## src/rtl/fbrp_pkg.sv

```systemverilog
`timescale 1ns / 1ps

package fbrp_pkg;

  localparam int RateW    = 25;
  localparam int FbRateW  = 24;
  localparam int TimeW    = 64;
  localparam int Word32W  = 32;
  localparam int DelayW   = 30;
  localparam int CfgIdxW  = 3;
  localparam int InDataW  = 120;
  localparam int OutDataW = 128;

  localparam logic [DelayW-1:0]  NsPerSec = DelayW'(1000000000);

  localparam logic [RateW-1:0]   FallbackRateRst = RateW'(100);
  localparam logic [RateW-1:0]   MinTxRateRst    = RateW'(10);
  localparam logic [Word32W-1:0] WarmupCountRst  = Word32W'(20);
  localparam logic [Word32W-1:0] LatencyLimitRst = Word32W'(10000);
  localparam logic [Word32W-1:0] NodeIdRst       = Word32W'(0);

  // Delay for the reset rate, worked out at elaboration.
  localparam int DelayRstInt = 1000000000 / 100;
  localparam logic [DelayW-1:0] DelayRst = DelayW'(DelayRstInt);

  localparam logic [4:0] DivLast = 5'(DelayW - 1);

  typedef enum logic [CfgIdxW-1:0] {
    CFG_FALLBACK_RATE = 3'd0,
    CFG_MIN_TX_RATE   = 3'd1,
    CFG_WARMUP_COUNT  = 3'd2,
    CFG_LATENCY_LIMIT = 3'd3,
    CFG_NODE_ID       = 3'd4
  } cfg_idx_t;

  typedef enum logic [1:0] {
    ST_IDLE = 2'b01,
    ST_DIV  = 2'b10
  } state_t;

endpackage

```

## src/rtl/feedback_rate_packet_pacer.sv

```systemverilog
`timescale 1ns / 1ps

// Feedback-driven packet pacer.
// Input stream (s_axis_*): one word per tick or feedback report. tuser is the
// kind (0 tick, 1 feedback); tdata carries now_ns, fb_rate and fb_latency_ms.
// Output stream (m_axis_*): exactly one word per input word. tuser is the send
// flag; on a send tdata carries seq_no, the tick time and node_id, otherwise
// it is all zero.
// Config channel (cfg_*): always ready; indexes 0..4 select fallback_rate,
// min_tx_rate, warmup_count, latency_limit_ms, node_id. Other indexes are
// dropped. Write only while the block is idle.
// Timing: the result word is registered, so it appears in the cycle after
// the input word is taken; a tick needs no further work. A feedback word
// starts a bit-serial restoring divider (1e9 / rate, one quotient bit per
// cycle) that refreshes the inter-packet delay; it holds s_axis_tready low
// until the division ends, so no input word is taken meanwhile. Ticks run at
// one per cycle while no division runs and the output is drained.
// Reset (rst, synchronous): registers go to their defaults, the packet count
// and next-send time go to zero, the rate to 100/s with its delay preloaded.
// Stall: while a result word waits on m_axis_tready, no input word is taken.
module feedback_rate_packet_pacer (
  input  logic                         clk,
  input  logic                         rst,
  // config write channel
  input  logic                         cfg_valid,
  output logic                         cfg_ready,
  input  logic [fbrp_pkg::CfgIdxW-1:0] cfg_index,
  input  logic [fbrp_pkg::Word32W-1:0] cfg_data,
  // input stream
  input  logic                         s_axis_tvalid,
  output logic                         s_axis_tready,
  // tdata: now_ns[63:0], fb_rate[87:64], fb_latency_ms[119:88]
  input  logic [fbrp_pkg::InDataW-1:0] s_axis_tdata,
  // tuser: op[0]
  input  logic                         s_axis_tuser,
  // output stream
  output logic                         m_axis_tvalid,
  input  logic                         m_axis_tready,
  // tdata: seq_no[31:0], sent_time_ns[95:32], packet_sender[127:96]
  output logic [fbrp_pkg::OutDataW-1:0] m_axis_tdata,
  // tuser: send[0]
  output logic                         m_axis_tuser
);
  import fbrp_pkg::*;

  // config registers
  logic [RateW-1:0]   fallback_rate;
  logic [RateW-1:0]   min_tx_rate;
  logic [Word32W-1:0] warmup_count;
  logic [Word32W-1:0] latency_limit_ms;
  logic [Word32W-1:0] node_id;

  // pacing state
  logic [Word32W-1:0] packets_sent;
  logic [TimeW-1:0]   next_send_time;
  logic [DelayW-1:0]  delay;

  // divider
  state_t             state;
  logic [4:0]         cnt;
  logic [RateW-1:0]   div_rate;   // never zero
  logic [RateW-1:0]   rem;
  logic [DelayW-1:0]  qd;         // dividend bits out the top, quotient bits in
  logic [RateW:0]     rem_sh;
  logic               q_bit;
  logic [RateW:0]     rem_sub;

  // input unpack
  logic               in_acc;
  logic [TimeW-1:0]   now_ns;
  logic [FbRateW-1:0] fb_rate;
  logic [Word32W-1:0] fb_latency_ms;
  logic               due;
  logic [RateW-1:0]   fb_rate_x2;
  logic [RateW-1:0]   new_rate;

  assign now_ns        = s_axis_tdata[63:0];
  assign fb_rate       = s_axis_tdata[87:64];
  assign fb_latency_ms = s_axis_tdata[119:88];

  assign cfg_ready     = 1'b1;
  assign s_axis_tready = (state == ST_IDLE) && (!m_axis_tvalid || m_axis_tready);
  assign in_acc        = s_axis_tvalid && s_axis_tready;

  assign due        = (next_send_time <= now_ns);
  assign fb_rate_x2 = {fb_rate, 1'b0};

  always_comb begin
    if (packets_sent <= warmup_count) begin
      new_rate = fallback_rate;
    end else if (fb_latency_ms >= latency_limit_ms) begin
      new_rate = fallback_rate;
    end else if (fb_rate_x2 < min_tx_rate) begin
      new_rate = min_tx_rate;
    end else begin
      new_rate = fb_rate_x2;
    end
  end

  // one restoring step per cycle
  assign rem_sh  = {rem, qd[DelayW-1]};
  assign rem_sub = rem_sh - {1'b0, div_rate};
  assign q_bit   = (rem_sh >= {1'b0, div_rate});

  always_ff @(posedge clk) begin
    if (rst) begin
      fallback_rate    <= FallbackRateRst;
      min_tx_rate      <= MinTxRateRst;
      warmup_count     <= WarmupCountRst;
      latency_limit_ms <= LatencyLimitRst;
      node_id          <= NodeIdRst;
    end else if (cfg_valid && cfg_ready) begin
      case (cfg_index)
        CFG_FALLBACK_RATE: fallback_rate    <= cfg_data[RateW-1:0];
        CFG_MIN_TX_RATE:   min_tx_rate      <= cfg_data[RateW-1:0];
        CFG_WARMUP_COUNT:  warmup_count     <= cfg_data;
        CFG_LATENCY_LIMIT: latency_limit_ms <= cfg_data;
        CFG_NODE_ID:       node_id          <= cfg_data;
        default: ;
      endcase
    end
  end

  always_ff @(posedge clk) begin
    if (rst) begin
      state          <= ST_IDLE;
      packets_sent   <= '0;
      next_send_time <= '0;
      delay          <= DelayRst;
      cnt            <= '0;
      m_axis_tvalid  <= 1'b0;
    end else begin
      if (m_axis_tvalid && m_axis_tready && !in_acc) begin
        m_axis_tvalid <= 1'b0;
      end
      case (state)
        ST_IDLE: begin
          if (in_acc) begin
            m_axis_tvalid <= 1'b1;
            if (!s_axis_tuser) begin
              if (due) begin
                packets_sent   <= packets_sent + 32'd1;
                next_send_time <= now_ns + {{(TimeW-DelayW){1'b0}}, delay};
              end
            end else begin
              // new rate: kick the divider for its delay
              state <= ST_DIV;
              cnt   <= '0;
            end
          end
        end
        ST_DIV: begin
          cnt <= cnt + 5'd1;
          if (cnt == DivLast) begin
            delay <= {qd[DelayW-2:0], q_bit};
            state <= ST_IDLE;
          end
        end
        default: state <= ST_IDLE;
      endcase
    end
  end

  // datapath registers, no reset needed
  always_ff @(posedge clk) begin
    if (state == ST_IDLE) begin
      if (in_acc && s_axis_tuser) begin
        div_rate <= (new_rate == '0) ? RateW'(1) : new_rate;
        rem      <= '0;
        qd       <= NsPerSec;
      end
    end else begin
      rem <= q_bit ? rem_sub[RateW-1:0] : rem_sh[RateW-1:0];
      qd  <= {qd[DelayW-2:0], q_bit};
    end
    if (in_acc) begin
      if (!s_axis_tuser && due) begin
        m_axis_tuser <= 1'b1;
        m_axis_tdata <= {node_id, now_ns, packets_sent};
      end else begin
        m_axis_tuser <= 1'b0;
        m_axis_tdata <= '0;
      end
    end
  end

endmodule

```

## config.mk

```make
export PLATFORM = sky130hd
export DESIGN_NAME = feedback_rate_packet_pacer
export DESIGN_NICKNAME = d
export VERILOG_FILES = /design/src/rtl/fbrp_pkg.sv /design/src/rtl/feedback_rate_packet_pacer.sv
export SDC_FILE = /design/constraint.sdc
export NUM_CORES = 1
export LEC_CHECK = 0
export CORE_MARGIN = 1.5
export CORE_UTILIZATION = 58
export DETAILED_ROUTE_END_ITERATION = 8
export DONT_BUFFER_PORTS = 1
export GPL_TIMING_DRIVEN = 0
export PLACE_DENSITY = 0.76
export SYNTH_ARGS = -nofsm -noshare
export SYNTH_HDL_FRONTEND = slang
export SYNTH_SLANG_ARGS = --single-unit
```

## constraint.sdc

```tcl
create_clock -name clk -period 6.8 [get_ports clk]
set_input_delay 1.36 -clock clk [delete_from_list [all_inputs] [get_ports clk]]
set_output_delay 1.36 -clock clk [all_outputs]
set_load 0.01 [all_outputs]
```

After elaboration in Yosys (flattened, before gate mapping)
Index checks and enable logic that the tools add are counted.
{"block": "word_totals", "register_bits": 489, "latch_bits": 0, "mem_bits_rw": 0, "rom_bits": 0, "out_inout_bits": 132, "elab_cells": 79, "mem_count": 0}
{"block": "op_classes", "add_sub_neg": 4, "multipliers": 0, "div": 0, "n_lt_le_gt_ge": 5, "n_eq_ne": 11, "n_shift": 0, "mux": 19, "bitwise": 1, "reduce_logical": 23}
{"op": "25-bit 2-to-1 mux", "n": 6}
{"op": "64-bit by 30-bit adder with 64-bit output", "n": 1}
{"op": "64-bit <= comparator", "n": 1}
{"op": "30-bit 2-to-1 mux", "n": 2}
{"op": "32-bit by 1-bit adder with 32-bit output, second input constant", "n": 1}
{"op": "32-bit >= comparator", "n": 1}
{"op": "32-bit <= comparator", "n": 1}
{"op": "26-bit by 25-bit >= comparator with 1-bit output", "n": 1}
{"op": "25-bit zero test", "n": 1}
{"op": "25-bit less-than comparator", "n": 1}
{"op": "25-bit subtractor", "n": 1}
{"op": "2-bit AND reduction", "n": 7}
{"op": "5-bit 2-to-1 mux", "n": 2}
{"op": "5-bit case mux with 2 select lines", "n": 1}
{"op": "3-bit by 2-bit == test with 1-bit output, second input constant", "n": 2}
{"op": "1-bit logical AND", "n": 6}
{"op": "2-bit 2-to-1 mux", "n": 3}
{"op": "2-bit inequality test, second input constant", "n": 3}
{"op": "3-bit AND reduction", "n": 2}
{"op": "5-bit by 1-bit adder with 5-bit output, second input constant", "n": 1}
{"op": "5-bit == test, second input constant", "n": 1}
{"op": "1-bit 2-to-1 mux", "n": 4}
{"op": "2-bit case mux with 2 select lines", "n": 1}
{"op": "4-bit AND reduction", "n": 1}
{"op": "10 further kinds", "n": 12}

Depth between registers and ports, before layout
{"block": "depth", "ltp_word": 9, "depth_mapped": 14, "depth_no_buf": 12}

Worst setup path after synthesis
OpenSTA, ideal clock, no wires.
{"block": "synth_path", "kind": "input port to flip-flop", "startpoint": "in m_axis_tready", "endpoint": "reg qd[0] (enable)", "t_arrival_ns": 6.196, "required_time_ns": 6.386, "path_slack_ns": 0.190, "path_stages": 6, "path_buffers": 0, "path_cell_list": "nand2b_1 > and2_1 > nand2_1 > inv_1 > nand2_1 > nand2_1"}
{"block": "synth_via", "elab_chain_len": 5}
{"item": "start: declaration", "line_no": "feedback_rate_packet_pacer.sv:38", "text": "input logic m_axis_tready,"}
{"item": "1-bit logical OR", "line_no": "feedback_rate_packet_pacer.sv:82", "text": "assign s_axis_tready = (state == ST_IDLE) && (!m_axis_tvalid || m_axis_tready);"}
{"item": "1-bit logical AND", "line_no": "feedback_rate_packet_pacer.sv:82"}
{"item": "via s_axis_tready", "line_no": "feedback_rate_packet_pacer.sv:31", "text": "output logic s_axis_tready,"}
{"item": "1-bit logical AND", "line_no": "feedback_rate_packet_pacer.sv:83", "text": "assign in_acc = s_axis_tvalid && s_axis_tready;"}
{"item": "via in_acc", "line_no": "feedback_rate_packet_pacer.sv:69", "text": "logic in_acc;"}
{"item": "1-bit logical AND", "line_no": "feedback_rate_packet_pacer.sv:167", "text": "if (in_acc && s_axis_tuser) begin"}
{"item": "2-bit by 1-bit inequality test with 1-bit output (no source line)"}
{"item": "end signal: assignment", "line_no": "feedback_rate_packet_pacer.sv:170", "text": "qd <= NsPerSec;"}
{"item": "end signal: assignment", "line_no": "feedback_rate_packet_pacer.sv:174", "text": "qd <= {qd[DelayW-2:0], q_bit};"}
{"item": "end: declaration", "line_no": "feedback_rate_packet_pacer.sv:63", "text": "logic [DelayW-1:0] qd;"}
The timed path passes the listed nets, and every way through them passes these cells.
A chain may end at the register's enable or synchronous reset.

Worst setup path after layout
{"block": "layout_path", "startpoint": "in s_axis_tdata[58] in the netlist's numbering", "endpoint": "reg m_axis_tdata[4] in the netlist's numbering, data pin"}
{"block": "layout_via", "elab_chain_len": 2}
{"item": "start: declaration", "line_no": "feedback_rate_packet_pacer.sv:33", "text": "input logic [fbrp_pkg::InDataW-1:0] s_axis_tdata,"}
{"item": "64-bit <= comparator", "line_no": "feedback_rate_packet_pacer.sv:85", "text": "assign due = (next_send_time <= now_ns);"}
{"item": "1-bit logical AND", "line_no": "feedback_rate_packet_pacer.sv:177", "text": "if (!s_axis_tuser && due) begin"}
{"item": "end signal: assignment", "line_no": "feedback_rate_packet_pacer.sv:179", "text": "m_axis_tdata <= {node_id, now_ns, packets_sent};"}
{"item": "end: declaration", "line_no": "feedback_rate_packet_pacer.sv:40", "text": "output logic [fbrp_pkg::OutDataW-1:0] m_axis_tdata,"}
Every way passes these cells.

==> reports/results.tsv <==
stage	metric	value	unit
worst_setup_path	worst setup path class	input port to flip-flop	
pwr	leakage	11.11	nW
cts	Clock transition at path regs	0.06	ns
final_layout	layout cells sized above 1	4.358	%
sta	clock skew	0.02938	ns
sta	Period minus WS final	5.598	ns
synth	largest family of logic cells by synthesized area	simple AND/OR/NAND/NOR gates	
worst_setup_path	Crit path max-delay family	simple AND/OR/NAND/NOR gates	
floorplanning	initial core utilization	58.63	%
sta	Hold Vio Cnt, Final	0	
worst_setup_path	Crit path depth	12	
final_layout	Non-Filler Instances	3529	
worst_setup_path	crit-path most repeated cell	clkbuf_1	
worst_setup_path	CP Launch Type	input port	
final_layout	most frequent cells in the layout	nand2_1 (487), a21oi_1 (355), dfxtp_1 (280)	
placement	DP HPWL	54700	µm
worst_setup_path	Required @ worst endpoint	7.23	ns
pwr	maximum resistive drop on vdd	198.7	µV
grt	GR Overflow Total	0	
detailed_routing	post-DR vias/cell	6.011	
hold_path	hold endpoint	node_id[2]	
cts	Root Buffer	clkbuf_16	
worst_setup_path	worst stage delay on the critical path	0.81	ns
synth	Synth Area in XOR/XNOR	2.748	%
placement	number of port buffers	0	
detailed_routing	total number of vias	21214	
floorplanning	die footprint	45790	µm²
synth	Synth area leader	edfxtp_1	
cts	deepest clock path buffer count	3	
cts	Inserted Clock Buffers	51	
synth	Compound-Gate Fraction of Synth Area	15.19	%
worst_setup_path	slowest CP cell	nor4_1	
grt	largest net degree at the start of global routing	73	
floorplanning	# rows	77	
synth	Net Count, Synth	3212	
detailed_routing	drt wl/cell	20.62	µm
hold_path	hold path start	node_id[2]	
synth	Syn Area/Cell	9.093	µm²
sta	crit share post-route	82.33	%
worst_setup_path	Reg2Reg Depth	11	
floorplanning	IO Count	293	
synth	synthesized cell area	25820	µm²
worst_setup_path	FF-to-FF End	m_axis_tdata[4]	
grt	vias in the first global route	20824	
placement	global placer's final weighted congestion	0.9893	
synth	Post-synth EDFFs	209	
synth	Synth Area in Simple Gates	18.42	%
detailed_routing	final wirelength	72760	µm
synth	most common flop cell mapped by yosys	dfxtp_1	
sta	Setup violations, final	0	
cts	CTS HTree Levels	2	
synth	post-synthesis sequential area ratio	46.02	%
synth	Async SR Flop Fraction	0	%
hold_path	hold depth	2	
sta	Worst Tran Pin Value	1.067	ns
synth	Synth top area share	24.31	%
final_layout	nets@finish	3267	
placement	worst slack, placed	0.6458	ns
cts	TritonCTS Sinks	489	
synth	Synth Warn #	0	
detailed_routing	post-route ant nets	0	
worst_setup_path	Buf/Inv on CP	5	
floorplanning	die extent in x	214.0	µm
worst_setup_path	Reg-to-Reg Start	next_send_time[58]	
detailed_routing	DRC	0	
final_layout	n_diodes	0	
grt	gr usage total	31.22	%
synth	post-synthesis register bit count	489	
floorplanning	Die Y	214.0	µm
sta	post-route setup slack	1.202	ns
worst_setup_path	setup slack, reg-to-reg	1.73	ns
sta	RSZ-0062 raised after global routing	false	
pwr	pwr dens	250.3	nW/µm²
run	max-cap violations	0	
worst_setup_path	Worst Path Arrival	6.03	ns
placement	Cells after DPL	3433	
detailed_routing	DRT Pass-1 Iters	8	
cts	worst skew pair latency	0.61	ns
cts	postcts setup bufs	0	
synth	mux cell area share after synthesis	2.302	%
worst_setup_path	critical path peak fanout	10	
worst_setup_path	endpoint type of the worst setup path	flip-flop	
sta	Slew Limit Fails	0	
final_layout	Area Overhead vs Synth	10.06	%
synth	Synth Instances	2839	
cts	post-CTS resize count	0	
grt	number of antenna violations at the first check in global routing	0	
status	status	complete, no violations	
floorplanning	core area	44030	µm²
cts	CTS tree	built	
synth	adder-cell share of the synthesized area	10.33	%
grt	first-pass GRT wire length	113400	µm
worst_setup_path	worst path cell trace	inv_1, ha_1, nand4_1, nor4_1, nand4_1, nor4_1, clkbuf_1, inv_1, clkbuf_1, nand2_1, clkbuf_1, and2_1	
final_layout	commonest non-fill, non-tap cell in the layout	nand2_1	
synth	Synth cell types	62	
synth	top cells by area, synth	edfxtp_1 (24%), dfxtp_1 (22%), ha_1 (10%)	
detailed_routing	DR iter-0 viols	1668	
sta	Slew headroom	28.20	%
hold_path	Min-Delay Path Class	flip-flop to flip-flop	
cts	hold buffers post-CTS	0	
sta	max frequency	178.6	MHz
where the power goes:
group / switching, mW / internal [mW]
logic: 0.493 / 0.288
registers: 0.105 / 3.23
clock network: 1.22 / 1.78
total: 1.81 / 5.30
sequential cells by signal, summed over array words and instances, names as in the netlist:
| signal | flops |
|---|---|
| m_axis_tdata | 128 |
| rem | 25 |
| next_send_time | 64 |
| state | 2 |
| m_axis_tvalid | 1 |
| delay | 30 |
| warmup_count | 32 |
| packets_sent | 32 |
| cnt | 5 |
| node_id | 32 |
| min_tx_rate | 25 |
| m_axis_tuser | 1 |
| fallback_rate | 25 |
| div_rate | 25 |
| latency_limit_ms | 32 |
| qd | 30 |
logic make-up (layout without fill, tap and decap cells):
kind of cell,count (synthesis),in the layout
flops,489,489
buf+inv,337,435
compound gates,649,649
simple gates,1013,1013
other cells,1,1
fa+ha+maj,212,212
xor+xnor,81,81
mux,57,57
cells in the mapped netlist (all sizes together), types with 25 or more instances:
cell type  instances
a21o              65
a211oi            55
ha               210
inv              201
o21ai             55
xor2              25
nor2             150
nor4              26
nand4             46
and2              82
a21oi            355
nand2b            26
xnor2             56
edfxtp           209
clkbuf           117
dfxtp            280
nor2b             28
nand3             39
nor3              31
nand2            488
nand3b            29
mux2i             38
cell type report:
cell class | count | area (µm²)
Fill cell | 3611 | 15620
Multi-Input combinational cell | 2013 | 12660
Sequential cell | 489 | 11880
Clock buffer | 59 | 1358
Inverter | 201 | 759.5
Tap cell | 592 | 740.7
Buffer | 136 | 526.8
Clock inverter | 37 | 436.7
Timing Repair Buffer | 2 | 55.05
routing by layer:
layer	track usage, %	wire [µm]	share of wire [%]	up-vias
met2	51.21	33330	46	864
li1	-	-	-	10092
met4	14.00	3411	4.7	0
met5	0	0	0	-
met1	39.22	29730	41	10051
met3	7.321	6286	8.6	207
metrics by stage:
| stage | power [mW] | instance area [µm²] | hold WS (ns) | TNS [ns] | utilization [%] |
|---|---|---|---|---|---|
| finish | 7.113 | 28410 | 0.4508 | 0 | 64.53 |
| global route | 7.341 | 28410 | 0.4672 | 0 | 64.53 |
| CTS | 7.126 | 28410 | 0.4502 | 0 | 64.53 |
| detailed placement | 4.167 | 26620 | 0.4418 | 0 | 60.46 |
| global placement | 4.137 | 26560 | 0.4385 | -159.02 | 60.32 |
| floorplan | 3.952 | 25820 | 0.4317 | 0 | - |
tightest hold or removal path, delay by kind of cell, from the launching register on:
kind	cells	cell delay, ns
flops	1	0.31
simple gates	1	0.05
compound gates	1	0.05
worst max path at each step:
stage / startpoint / slack [ns] / to
final: s_axis_tdata[58] / 1.20 / m_axis_tdata[4]
after global placement: m_axis_tready / -1.81 / qd[9]
after global routing: s_axis_tdata[58] / 1.10 / m_axis_tdata[98]
after floorplan: m_axis_tready / 0.19 / qd[0]
after CTS: s_axis_tdata[58] / 1.25 / m_axis_tdata[1]
after detailed placement: s_axis_tdata[58] / 0.65 / m_axis_tdata[1]
No activity file was read; power rests on OpenSTA's default activity.
